$ cat src/lmseq_pkg.sv
package lmseq_pkg;

    // Field widths fixed by the tap format
    localparam int TAP_W     = 24;
    localparam int SMP_W     = 16;
    localparam int MU_W      = 16;
    localparam int LANE_W    = 2;
    localparam int IDX_W     = 4;
    localparam int CFG_IDX_W = 2;

    // Q3.20 constants
    localparam logic signed [TAP_W-1:0] ONE_Q320 = 24'sh100000;
    localparam logic signed [TAP_W-1:0] TAP_MAX  = 24'sh7FFFFF;
    localparam logic signed [TAP_W-1:0] TAP_MIN  = 24'sh800000;

    // Step size reset values (Q0.16)
    localparam logic [MU_W-1:0] MU_FFE_RST = 16'd655;
    localparam logic [MU_W-1:0] MU_DFE_RST = 16'd0;

    // Configuration register indexes
    localparam logic [CFG_IDX_W-1:0] CFG_MU_FFE = 2'd0;
    localparam logic [CFG_IDX_W-1:0] CFG_MU_DFE = 2'd1;

    // One input transaction
    typedef struct packed {
        logic [LANE_W-1:0]       lane;
        logic [IDX_W-1:0]        tap_index;
        logic signed [SMP_W-1:0] err_value;
        logic signed [SMP_W-1:0] sample;
        logic                    reset_taps;
        logic                    last_element;
    } t_in_item;

    // One result transaction
    typedef struct packed {
        logic [LANE_W-1:0]       out_lane;
        logic [IDX_W-1:0]        out_index;
        logic signed [TAP_W-1:0] tap_value;
        logic                    was_restored;
        logic                    saturated;
        logic                    out_last;
    } t_out_item;

    // Control that travels with an item down the pipeline
    typedef struct packed {
        logic [LANE_W-1:0] lane;
        logic [IDX_W-1:0]  tap_index;
        logic              reset_taps;
        logic              last;
        logic              hit;
        logic              is_ffe;
        logic              is_center;
    } t_meta;

endpackage

$ cat src/lmseq_ram.sv
module lmseq_ram #(
    parameter int WIDTH = 24,
    parameter int DEPTH = 45,
    localparam int AW = (DEPTH > 1) ? $clog2(DEPTH) : 1
) (
    input  logic             i_clk,
    input  logic             i_we,
    input  logic [AW-1:0]    i_waddr,
    input  logic [WIDTH-1:0] i_wdata,
    input  logic [AW-1:0]    i_raddr,
    output logic [WIDTH-1:0] o_rdata
);

    logic [WIDTH-1:0] r_mem [DEPTH];
    logic [WIDTH-1:0] r_rdata;

    // Write port, registered read of the old contents
    always_ff @(posedge i_clk) begin
        if (i_we) begin
            r_mem[i_waddr] <= i_wdata;
        end
        r_rdata <= r_mem[i_raddr];
    end

    assign o_rdata = r_rdata;

endmodule

$ cat src/lmseq_step.sv
module lmseq_step (
    input  logic                                i_clk,
    input  logic                                i_en,
    input  logic signed [lmseq_pkg::SMP_W-1:0]  i_err,
    input  logic signed [lmseq_pkg::SMP_W-1:0]  i_sample,
    input  logic [lmseq_pkg::MU_W-1:0]          i_mu,
    output logic signed [lmseq_pkg::TAP_W-1:0]  o_step
);

    localparam int P1_W = 2 * lmseq_pkg::SMP_W;
    localparam int P2_W = P1_W + lmseq_pkg::MU_W + 1;
    localparam int SHIFT = 24;

    logic signed [P1_W-1:0] n_prod1;
    logic signed [P1_W-1:0] r_prod1;
    logic signed [P2_W-1:0] n_prod2;
    logic signed [P2_W-1:0] r_prod2;
    logic signed [P2_W-1:0] n_round;
    logic signed [lmseq_pkg::TAP_W-1:0] r_step;

    // err * sample, then mu * (err * sample), then round half up to Q3.20
    assign n_prod1 = i_err * i_sample;
    assign n_prod2 = $signed({1'b0, i_mu}) * r_prod1;
    assign n_round = r_prod2 + (P2_W'(1) <<< (SHIFT - 1));

    always_ff @(posedge i_clk) begin
        if (i_en) begin
            r_prod1 <= n_prod1;
            r_prod2 <= n_prod2;
            r_step  <= n_round[SHIFT + lmseq_pkg::TAP_W - 1:SHIFT];
        end
    end

    assign o_step = r_step;

endmodule

$ cat src/lms_equalizer_tap_update_top.sv
// LMS tap store for an FFE plus DFE equalizer with LANES lanes. Each input
// transaction names one tap (lane, tap_index), optionally restores it to its
// identity value (1.0 at CENTER_TAP, 0 elsewhere), adds mu_ffe*err*sample to
// an FFE tap or subtracts mu_dfe*err*sample from a DFE tap, saturates to
// Q3.20 and returns the new tap. One transaction is accepted per cycle while
// the output is not stalled; each result passes three register stages for
// the two multiplies and the rounding, then the read-modify-write of the tap
// store feeds the output register. A stalled output freezes the whole
// pipeline. Back-to-back updates of the same tap are forwarded, so no spacing
// is needed between them. After reset every tap reads as its identity value
// at once. Taps with a lane or index out of range return zero tap_value and
// flags and change nothing. Write mu_ffe (index 0) and mu_dfe (index 1) only
// while the block is idle; the configuration port is always ready.
module lms_equalizer_tap_update_top #(
    parameter int LANES      = 3,
    parameter int FFE_TAPS   = 14,
    parameter int CENTER_TAP = 3,
    parameter int DFE_TAPS   = 1
) (
    input  logic                               i_clk,
    input  logic                               i_rst_n,
    input  logic                               i_valid,
    output logic                               o_stall,
    input  lmseq_pkg::t_in_item                i_data,
    output logic                               o_valid,
    input  logic                               i_stall,
    output lmseq_pkg::t_out_item               o_data,
    input  logic                               i_cfg_valid,
    output logic                               o_cfg_ready,
    input  logic [lmseq_pkg::CFG_IDX_W-1:0]    i_cfg_index,
    input  logic [lmseq_pkg::MU_W-1:0]         i_cfg_data
);

    localparam int TPL   = FFE_TAPS + DFE_TAPS;
    localparam int DEPTH = LANES * TPL;
    localparam int AW    = (DEPTH > 1) ? $clog2(DEPTH) : 1;
    localparam int TW    = lmseq_pkg::TAP_W;

    logic en;

    // Step size registers
    logic [lmseq_pkg::MU_W-1:0] r_mu_ffe;
    logic [lmseq_pkg::MU_W-1:0] r_mu_dfe;

    assign o_cfg_ready = 1'b1;

    always_ff @(posedge i_clk) begin
        if (!i_rst_n) begin
            r_mu_ffe <= lmseq_pkg::MU_FFE_RST;
            r_mu_dfe <= lmseq_pkg::MU_DFE_RST;
        end else if (i_cfg_valid) begin
            unique case (i_cfg_index)
                lmseq_pkg::CFG_MU_FFE: r_mu_ffe <= i_cfg_data;
                lmseq_pkg::CFG_MU_DFE: r_mu_dfe <= i_cfg_data;
                default: ;
            endcase
        end
    end

    // Advance the whole pipeline unless a result waits at a stalled output
    assign en      = !o_valid || !i_stall;
    assign o_stall = !en;

    // Decode the tap address on entry
    lmseq_pkg::t_meta n_s1_meta;
    logic [AW-1:0]    n_s1_addr;

    always_comb begin
        n_s1_meta.lane       = i_data.lane;
        n_s1_meta.tap_index  = i_data.tap_index;
        n_s1_meta.reset_taps = i_data.reset_taps;
        n_s1_meta.last       = i_data.last_element;
        n_s1_meta.hit        = (32'(i_data.lane) < LANES) && (32'(i_data.tap_index) < TPL);
        n_s1_meta.is_ffe     = 32'(i_data.tap_index) < FFE_TAPS;
        n_s1_meta.is_center  = (32'(i_data.tap_index) == CENTER_TAP) &&
                               (32'(i_data.tap_index) < FFE_TAPS);
        n_s1_addr = AW'(32'(i_data.lane) * TPL + 32'(i_data.tap_index));
    end

    // Control stages that run alongside the step multiplier
    logic               r_s1_valid, r_s2_valid, r_s3_valid;
    lmseq_pkg::t_meta   r_s1_meta, r_s2_meta, r_s3_meta;
    logic [AW-1:0]      r_s1_addr, r_s2_addr, r_s3_addr;

    always_ff @(posedge i_clk) begin
        if (!i_rst_n) begin
            r_s1_valid <= 1'b0;
            r_s2_valid <= 1'b0;
            r_s3_valid <= 1'b0;
        end else if (en) begin
            r_s1_valid <= i_valid;
            r_s2_valid <= r_s1_valid;
            r_s3_valid <= r_s2_valid;
        end
    end

    always_ff @(posedge i_clk) begin
        if (en) begin
            r_s1_meta <= n_s1_meta;
            r_s1_addr <= n_s1_addr;
            r_s2_meta <= r_s1_meta;
            r_s2_addr <= r_s1_addr;
            r_s3_meta <= r_s2_meta;
            r_s3_addr <= r_s2_addr;
        end
    end

    // Step pipeline: result lines up with stage 3
    logic signed [TW-1:0] s3_step;

    lmseq_step u_step (
        .i_clk    (i_clk),
        .i_en     (en),
        .i_err    (i_data.err_value),
        .i_sample (i_data.sample),
        .i_mu     (r_s1_meta.is_ffe ? r_mu_ffe : r_mu_dfe),
        .o_step   (s3_step)
    );

    // Tap store: read for stage 2, data arrives with stage 3; while stalled,
    // hold the read on the waiting stage-3 item
    logic            s3_we;
    logic [TW-1:0]   s3_rdata;
    logic [TW-1:0]   s3_wdata;
    logic [AW-1:0]   rd_addr;

    assign rd_addr = en ? r_s2_addr : r_s3_addr;

    lmseq_ram #(
        .WIDTH (TW),
        .DEPTH (DEPTH)
    ) u_ram (
        .i_clk   (i_clk),
        .i_we    (s3_we),
        .i_waddr (r_s3_addr),
        .i_wdata (s3_wdata),
        .i_raddr (rd_addr),
        .o_rdata (s3_rdata)
    );

    // Written marks: an unwritten tap reads as its identity value
    logic [DEPTH-1:0] r_written;
    logic             r_s3_written;

    always_ff @(posedge i_clk) begin
        if (!i_rst_n) begin
            r_written <= '0;
        end else if (s3_we) begin
            r_written[r_s3_addr] <= 1'b1;
        end
    end

    always_ff @(posedge i_clk) begin
        r_s3_written <= r_written[rd_addr];
    end

    // Forward a write that lands as the next item of the same tap reads
    logic                 r_s3_byp;
    logic signed [TW-1:0] r_s3_byp_val;

    always_ff @(posedge i_clk) begin
        if (!i_rst_n) begin
            r_s3_byp <= 1'b0;
        end else if (en) begin
            r_s3_byp <= s3_we && (r_s3_addr == r_s2_addr);
        end
    end

    always_ff @(posedge i_clk) begin
        if (en) begin
            r_s3_byp_val <= s3_wdata;
        end
    end

    // Update the tap and saturate
    logic signed [TW-1:0] s3_ident;
    logic signed [TW-1:0] s3_tap;
    logic signed [TW:0]   s3_sum;
    logic signed [TW-1:0] s3_sat_val;
    logic                 s3_clip;

    always_comb begin
        s3_ident = r_s3_meta.is_center ? lmseq_pkg::ONE_Q320 : '0;
        if (r_s3_meta.reset_taps) begin
            s3_tap = s3_ident;
        end else if (r_s3_byp) begin
            s3_tap = r_s3_byp_val;
        end else if (r_s3_written) begin
            s3_tap = $signed(s3_rdata);
        end else begin
            s3_tap = s3_ident;
        end

        if (r_s3_meta.is_ffe) begin
            s3_sum = (TW+1)'(s3_tap) + (TW+1)'(s3_step);
        end else begin
            s3_sum = (TW+1)'(s3_tap) - (TW+1)'(s3_step);
        end

        if (s3_sum > (TW+1)'(lmseq_pkg::TAP_MAX)) begin
            s3_sat_val = lmseq_pkg::TAP_MAX;
            s3_clip    = 1'b1;
        end else if (s3_sum < (TW+1)'(lmseq_pkg::TAP_MIN)) begin
            s3_sat_val = lmseq_pkg::TAP_MIN;
            s3_clip    = 1'b1;
        end else begin
            s3_sat_val = s3_sum[TW-1:0];
            s3_clip    = 1'b0;
        end
    end

    assign s3_we    = en && r_s3_valid && r_s3_meta.hit;
    assign s3_wdata = s3_sat_val;

    // Output register
    logic                 r_o_valid;
    lmseq_pkg::t_out_item r_o_item;

    always_ff @(posedge i_clk) begin
        if (!i_rst_n) begin
            r_o_valid <= 1'b0;
        end else if (en) begin
            r_o_valid <= r_s3_valid;
        end
    end

    always_ff @(posedge i_clk) begin
        if (en) begin
            r_o_item.out_lane     <= r_s3_meta.lane;
            r_o_item.out_index    <= r_s3_meta.tap_index;
            r_o_item.out_last     <= r_s3_meta.last;
            r_o_item.tap_value    <= r_s3_meta.hit ? s3_sat_val : '0;
            r_o_item.was_restored <= r_s3_meta.hit && r_s3_meta.reset_taps;
            r_o_item.saturated    <= r_s3_meta.hit && s3_clip;
        end
    end

    assign o_valid = r_o_valid;
    assign o_data  = r_o_item;

endmodule

$ cat config.mk
export PLATFORM = sky130hd
export DESIGN_NAME = lms_equalizer_tap_update_top
export DESIGN_NICKNAME = d
export VERILOG_FILES = /design/src/lmseq_pkg.sv /design/src/lmseq_ram.sv /design/src/lmseq_step.sv /design/src/lms_equalizer_tap_update_top.sv
export SDC_FILE = /design/constraint.sdc
export NUM_CORES = 2
export LEC_CHECK = 0
export ABC_AREA = 1
export ABC_CLOCK_PERIOD_IN_PS = 10150
export BUFFER_PORTS_ARGS = -buffer_cell sky130_fd_sc_hd__buf_2
export CAP_MARGIN = 10
export CORE_MARGIN = 2
export CORE_UTILIZATION = 40
export CTS_CLUSTER_DIAMETER = 100
export DETAILED_ROUTE_END_ITERATION = 10
export GPL_TIMING_DRIVEN = 0
export PLACE_DENSITY = 0.54
export SKIP_LAST_GASP = 1
export SYNTH_ARGS = -nofsm -noshare
export SYNTH_HDL_FRONTEND = slang
export SYNTH_SLANG_ARGS = --single-unit
export TNS_END_PERCENT = 30
$ cat constraint.sdc
create_clock -name i_clk -period 10.15 [get_ports i_clk]
set_input_delay 1.015 -clock i_clk [delete_from_list [all_inputs] [get_ports i_clk]]
set_output_delay 1.015 -clock i_clk [all_outputs]
set_load 0.1 [all_outputs]
Word level (Yosys, flattened, before mapping)
Memory sizes are Yosys's and may differ from the RTL's. A register that Yosys moved wholly into a read port is not among the register bits.
Index checks and enable logic that the tools add are counted.
{"block": "totals", "latch_bits": 0, "inputBits": 63, "word_cells": 95, "romBits": 0, "register_bits": 295, "memories": 1, "mem_bits_rw": 1080}
{"block": "op_classes", "n_eq_ne": 3, "n_addsub": 4, "shifts": 0, "reduce_logical": 15, "n_mux": 17, "multipliers": 3, "bitwise_logic": 1, "div": 0, "magnitude_cmp": 8}
{"memory": "u_ram.r_mem", "depth": 45, "word_bits": 24, "rd": 1, "rd_ports_with_merged_regs": 1, "write_ports": 1, "line_no": "lmseq_ram.sv:14", "rtl": "logic [WIDTH-1:0] r_mem [DEPTH];"}
{"operator": "24-bit 2-to-1 mux", "n": 5}
{"operator": "48-bit by 25-bit adder with 48-bit output (second input constant)", "n": 1}
{"operator": "17-bit by 32-bit multiplier with 48-bit output", "n": 1}
{"operator": "45-bit OR", "n": 1}
{"operator": "16-bit by 16-bit multiplier with 32-bit output", "n": 1}
{"operator": "24-bit by 24-bit adder with 25-bit output", "n": 1}
{"operator": "25-bit by 24-bit > comparator with 1-bit output (second input constant)", "n": 1}
{"operator": "25-bit by 24-bit < comparator with 1-bit output (second input constant)", "n": 1}
{"operator": "25-bit 2-to-1 mux", "n": 1}
{"operator": "24-bit by 24-bit subtractor with 25-bit output", "n": 1}
{"operator": "21-bit 2-to-1 mux", "n": 1}
{"operator": "16-bit 2-to-1 mux", "n": 1}
{"operator": "6-bit by 7-bit < comparator with 1-bit output (second input constant)", "n": 2}
{"operator": "1-bit logical AND", "n": 8}
{"operator": "4-bit < comparator (second input constant)", "n": 2}
{"operator": "6-bit by 4-bit adder with 6-bit output", "n": 1}
{"operator": "1-bit binary-select mux with 6-bit select", "n": 1}
{"operator": "1-bit demux with 6-bit select", "n": 1}
{"operator": "6-bit equality test", "n": 1}
{"operator": "6-bit by 1-bit >= comparator with 1-bit output (second input constant)", "n": 1}
{"operator": "2-bit by 4-bit multiplier with 6-bit output (second input constant)", "n": 1}
{"operator": "1-bit 2-to-1 mux", "n": 6}
{"operator": "6-bit 2-to-1 mux", "n": 1}
{"operator": "4-bit by 2-bit equality test with 1-bit output (second input constant)", "n": 1}
{"operator": "other kinds (6)", "n": 9}

Depth between registers and ports, before layout
{"block": "logic_depth", "ltp_word": 10, "depth_mapped": 31, "depth_no_buf": 29}

Modules after synthesis
Synthesis repeated with hierarchy kept, for this count alone.
{"block": "unflattened", "hier_cells": 8952, "area_unflattened_um2": 86371.6}
{"mod": "lmseq_ram", "seq_area_each_um2": 32911.6, "n_inst": 1, "cells_per_inst": 3583, "area_each_um2": 43984.7}
{"mod": "lmseq_step", "seq_area_each_um2": 2432.3, "n_inst": 1, "cells_per_inst": 4142, "area_each_um2": 32382.3}
{"mod": "lms_equalizer_tap_update_top", "seq_area_each_um2": 4844.6, "n_inst": 1, "cells_per_inst": 1227, "area_each_um2": 10004.6}

Worst setup path before layout
Ideal clock, no wire load.
{"block": "synth_timing", "path_kind": "input -> register", "startpoint": "in i_data[6] (netlist bit)", "endpoint": "reg u_step.r_prod1[31], data pin", "slack_ns": 3.751, "n_path_buf": 2, "stages": 19, "required_time_ns": 9.894, "arrival_time_ns": 6.143, "path_cell_list": "clkbuf_1 clkbuf_1 nand2_1 fa_1 inv_1 fa_1 fa_1 inv_1 fa_1 inv_1 fa_1 fa_1 ha_1 a21oi_1 o21ai_0 a221oi_1 o21ai_0 o21bai_1 nand2_1"}
{"block": "synth_between", "elab_chain_len": 1}
{"item": "start: declaration", "line_no": "lms_equalizer_tap_update_top.sv:24", "rtl": "input lmseq_pkg::t_in_item i_data,"}
{"item": "16-bit by 16-bit multiplier with 32-bit output", "line_no": "lmseq_step.sv:22", "rtl": "assign n_prod1 = i_err * i_sample;"}
{"item": "via u_step.n_prod1[31]", "line_no": "lmseq_step.sv:14", "rtl": "logic signed [P1_W-1:0] n_prod1;"}
{"item": "end signal: assignment", "line_no": "lmseq_step.sv:28", "rtl": "r_prod1 <= n_prod1;"}
{"item": "end: declaration", "line_no": "lmseq_step.sv:15", "rtl": "logic signed [P1_W-1:0] r_prod1;"}
The timed path passes the listed nets, and every way through them passes these cells.
A chain may end at the register's enable or synchronous reset.

Worst setup path in the final report
{"block": "layout_timing", "startpoint": "reg r_s1_meta[1] (netlist bit)", "endpoint": "reg u_step.r_prod2[41], data pin"}
{"block": "layout_between", "elab_chain_len": 2}
{"item": "start: declaration", "line_no": "lms_equalizer_tap_update_top.sv:82", "rtl": "lmseq_pkg::t_meta r_s1_meta, r_s2_meta, r_s3_meta;"}
{"item": "start signal: assignment", "line_no": "lms_equalizer_tap_update_top.sv:99", "rtl": "r_s1_meta <= n_s1_meta;"}
{"item": "16-bit 2-to-1 mux", "line_no": "lms_equalizer_tap_update_top.sv:116", "rtl": ".i_mu (r_s1_meta.is_ffe ? r_mu_ffe : r_mu_dfe),"}
{"item": "17-bit by 32-bit multiplier with 48-bit output", "line_no": "lmseq_step.sv:23", "rtl": "assign n_prod2 = $signed({1'b0, i_mu}) * r_prod1;"}
{"item": "via u_step.n_prod2[41]", "line_no": "lmseq_step.sv:16", "rtl": "logic signed [P2_W-1:0] n_prod2;"}
{"item": "end signal: assignment", "line_no": "lmseq_step.sv:29", "rtl": "r_prod2 <= n_prod2;"}
{"item": "end: declaration", "line_no": "lmseq_step.sv:17", "rtl": "logic signed [P2_W-1:0] r_prod2;"}
The timed path passes the listed nets, and every way through them passes these cells.

==> Implementation_results.wiki <==
{| class="wikitable"
! Metric !! Value
|-
| Clock Tree Buf Depth || 3
|-
| Maximum achievable frequency || about 110 MHz
|-
| TritonCTS clock tree || built
|-
| Detailed-routed wire length on met2 || approximately 120000 um
|-
| Number of H-tree levels || 4
|-
| Cell area reported after detailed placement || 89500 um^2
|-
| Core area || approximately 210000 um^2
|-
| Setup crit end || u_step.r_prod2[41]$_DFFE_PN_
|-
| Finished Cell Area || 94200 um^2
|-
| Cell with the biggest individual delay on the critical path || sky130_fd_sc_hd__edfxtp_1
|-
| Height of the chip || around 460 um
|-
| Sequential-to-total area share from yosys stat || 0.477
|-
| Clock tree root driver cell || sky130_fd_sc_hd__clkbuf_16
|-
| First-iteration detailed-routing DRC count || approximately 6.7k
|-
| Number of resized instances in the post-cts repair step || 0
|-
| Worst setup startpoint || r_s1_meta[1]$_DFFE_PN_
|-
| Post-DP HPWL || ~210000 um
|-
| Routed vias || between 60k and 70k
|-
| Antenna violations before repair || 12
|-
| Yosys warning count || 0
|-
| Relative slew margins || 0.176
|-
| Crit. path cell count || 24
|-
| Clock transition at the registers of the reported paths || roughly 0.060 ns
|-
| Postcts setup bufs || 0
|-
| Critical path required time || about 11 ns
|-
| Fin. max-slew vios || 0
|-
| Critical R2R Launch || r_s1_meta[1]$_DFFE_PN_
|-
| Largest net degree at the start of global routing || 100
|-
| TritonCTS Buffers || between 100 and 150
|-
| Count of flip-flops with a built-in enable after synthesis || ~1.3k
|-
| FFs w/ async S/R, synth || 0
|-
| Total GRT Usage || 0.253
|-
| I/O pin cnt || 99
|-
| Sum of routed wire length over all layers || between 200000 and 300000 um
|-
| Count of input and output buffers || around 70
|-
| Setup-failing EPs final || 0
|-
| Number of instances in the synthesized netlist || around 8.5k
|-
| Largest driver fanout on the critical path || 10
|-
| Hold violation count in the final report || 0
|-
| Period utilisation layout || 0.880
|-
| Avg Vias per Cell || 5.27
|-
| Clock latency on the worst-skew pair || 0.80 ns
|-
| Worst reg2reg endpoint || u_step.r_prod2[41]$_DFFE_PN_
|-
| Startpoint Class || flip-flop
|-
| Class of the tightest hold or removal check || flip-flop to flip-flop
|-
| Top routing layer in use || met5
|-
| Total overflow reported by the global router || 0
|-
| Vias in the first global route || a little over 60k
|-
| Cell type group with the largest total delay on the critical path || adder cells
|-
| Delay of the slowest critical-path stage || a little under 1 ns
|-
| Number of distinct library cell variants in the gate-level netlist after synthesis || 51
|-
| Register-to-Register Path Depth || 24
|-
| Count of nets after finishing || about 9.8k
|-
| Area growth from synthesis to final layout || 11.8%
|-
| Floorplan row count || between 150 and 200
|-
| Synth Net Count || ~9.6k
|-
| Post-Route Setup TNS || 0 ns
|-
| Measured slew at the worst slew-check pin || 1.24 ns
|-
| Kind of critical path || flip-flop to flip-flop
|-
| Final estimated routing congestion in global placement || between 0.9 and 1
|-
| Setup repair after global routing missed its margin || no
|-
| Wire length per cell || 23.5 um
|-
| DR WL met3 || 22200 um
|-
| Ordered list of cells on the worst path || inv_1 -> clkbuf_1 -> or2_2 -> o21ai_0 -> clkbuf_1 -> inv_1 -> nand2_1 -> fa_1 -> fa_1 -> inv_1 -> fa_1 -> fa_1 -> fa_1 -> inv_1 -> fa_1 -> inv_1 -> ha_1 -> nand2_1 -> nor2_1 -> inv_1 -> nor4_1 -> o21ai_0 -> nand4_1 -> nand2_1
|-
| Internal reg-to-reg setup slack || ~1.2 ns
|-
| Post-Syn Area per Cell || roughly 9.9 um^2
|-
| Shortest clock period the worst path allows after layout || 8.93 ns
|-
| Flip-flop cell with the highest count after synthesis || sky130_fd_sc_hd__edfxtp_1
|-
| Worst hold path stage count || 0
|-
| Starting Density || 0.402
|-
| Post-synth design cell area || between 80000 and 90000 um^2
|-
| Hold-fix buffers at CTS || 0
|-
| Metal1 wirelength || about 120000 um
|-
| DRC violation count after routing || 0
|-
| Crit path buffers/inverters || 8
|-
| Fraction of layout instances using a drive strength above 1 || 0.0672
|-
| Final antenna-violating net count || 0
|-
| # Max-Cap Violations || 0
|-
| Final Skew || 0.0611 ns
|-
| Floorplan die width || ~460 um
|-
| Status || finished clean
|-
| Seq cells post-synth || about 1.4k
|-
| Arrival time reported for the critical path endpoint || roughly 9.5 ns
|-
| Clock net sink count || 1376
|-
| Area enclosed by the die boundary || between 200000 and 250000 um^2
|-
| Wire length of the first global-routing pass || 403000 um
|-
| Number of optimization iterations in the first detailed-route pass || 6
|-
| Crit. End Element || flip-flop
|}
## how the worst min path moves through the flow
stage	endpoint	start	slack, ns
2_1_floorplan	o_data[0]$_DFFE_PN_	r_s3_meta[3]$_DFFE_PN_	0.40
3_3_place_gp	o_data[27]$_DFFE_PN_	r_s3_meta[5]$_DFFE_PN_	0.40
3_5_place_dp	o_data[29]$_DFFE_PN_	r_s3_meta[7]$_DFFE_PN_	0.40
4_1_cts	r_s1_meta[3]$_DFFE_PN_	i_data[0]	0.37
5_1_grt	r_s1_meta[4]$_DFFE_PN_	i_data[1]	0.39
6_report	r_s2_addr[0]$_DFFE_PN_	r_s1_addr[0]$_DFFE_PN_	0.41
## cells in the mapped netlist (6+ instances only)
library cell	number	share of area
sky130_fd_sc_hd__a211oi_1	6	0.00053
sky130_fd_sc_hd__a21boi_0	7	0.00062
sky130_fd_sc_hd__a21o_1	16	0.0014
sky130_fd_sc_hd__a21oi_1	275	0.016
sky130_fd_sc_hd__a21oi_2	10	0.0010
sky130_fd_sc_hd__a31oi_1	10	0.00074
sky130_fd_sc_hd__buf_1	10	0.00045
sky130_fd_sc_hd__buf_2	111	0.0066
sky130_fd_sc_hd__buf_4	17	0.0015
sky130_fd_sc_hd__clkbuf_1	247	0.011
sky130_fd_sc_hd__clkinv_1	17	0.00076
sky130_fd_sc_hd__dfxtp_1	113	0.027
sky130_fd_sc_hd__edfxtp_1	1263	0.45
sky130_fd_sc_hd__fa_1	749	0.18
sky130_fd_sc_hd__ha_1	226	0.034
sky130_fd_sc_hd__inv_1	1198	0.053
sky130_fd_sc_hd__inv_2	8	0.00036
sky130_fd_sc_hd__nand2_1	2058	0.092
sky130_fd_sc_hd__nand3_1	194	0.012
sky130_fd_sc_hd__nand3b_1	7	0.00062
sky130_fd_sc_hd__nand4_1	27	0.0020
sky130_fd_sc_hd__nor2_1	1060	0.047
sky130_fd_sc_hd__nor3_1	24	0.0014
sky130_fd_sc_hd__nor4_1	11	0.00082
sky130_fd_sc_hd__o21ai_0	420	0.025
sky130_fd_sc_hd__o21ai_1	33	0.0020
sky130_fd_sc_hd__o21bai_1	18	0.0016
sky130_fd_sc_hd__o22ai_1	173	0.013
sky130_fd_sc_hd__or2_2	37	0.0027
sky130_fd_sc_hd__xnor2_1	59	0.0061
sky130_fd_sc_hd__xor2_1	74	0.0077
## metrics by stage
step	setup slack, ns	std cells	hold slack, ns	util
global placement	1.36	11400	0.401	0.421
floorplan	3.75	8513	0.400	-
global route	1.12	11700	0.387	0.450
detailed placement	1.31	11400	0.405	0.427
finish	1.22	11700	0.413	0.450
CTS	1.34	11700	0.372	0.450
## flip-flops by register name, indices dropped and copies added (netlist names), 11 cells and up
signal,flops
o_data,33
r_written,45
u_step.r_prod1,32
u_ram.o_rdata,24
u_step.r_prod2,25
r_mu_dfe,16
u_ram.r_mem,1080
r_s3_byp_val,24
u_step.o_step,24
r_s3_meta,11
r_mu_ffe,16
r_s1_meta,11
r_s2_meta,11
## logic make-up after synthesis
kind of cell | after synthesis | share of synthesized area
muxes | 2 | 0.000238
buffers and inverters | 1611 | 0.0744
and+or+nand+nor | 3431 | 0.159
AOI/OAI and AO/OA | 984 | 0.0638
DFF | 1376 | 0.477
xor gates and xnor gates | 133 | 0.0138
other | 1 | 0.0000445
adders and majority gates | 975 | 0.211
## placed cells by master (no fill, tap or decap), types with 40 or more instances in the layout
cell type	count
sky130_fd_sc_hd__edfxtp_1	1263
sky130_fd_sc_hd__nand3_1	194
sky130_fd_sc_hd__nand2_1	2035
sky130_fd_sc_hd__ha_1	226
sky130_fd_sc_hd__fa_1	749
sky130_fd_sc_hd__dfxtp_1	113
sky130_fd_sc_hd__xnor2_1	59
sky130_fd_sc_hd__o22ai_1	173
sky130_fd_sc_hd__a21oi_1	275
sky130_fd_sc_hd__clkbuf_16	154
sky130_fd_sc_hd__inv_1	1197
sky130_fd_sc_hd__o21ai_0	419
sky130_fd_sc_hd__buf_2	182
sky130_fd_sc_hd__nor2_4	40
sky130_fd_sc_hd__nor2_1	1015
sky130_fd_sc_hd__xor2_1	74
sky130_fd_sc_hd__clkbuf_1	291
## cell type report
cell class	instances	area, um^2
Fill cell	20000	115000
Sequential cell	1376	40200
Multi-Input combinational cell	5526	38200
Inverter	1223	4590
Clock buffer	207	4130
Tap cell	2805	3510
Buffer	388	1690
Timing Repair Buffer	122	1320
Clock inverter	67	606
Antenna cell	6	15.0
## per-layer routing
metal  track usage  vias to the layer above
met5             0                        -
met4        0.0920                        4
met3        0.0402                      509
met2         0.401                     2572
met1         0.353                    30900
li1              -                    27800
Power is left out: the tool's default activity adds up to more than one toggle a clock period on the data nets, which glitch-free logic cannot reach.
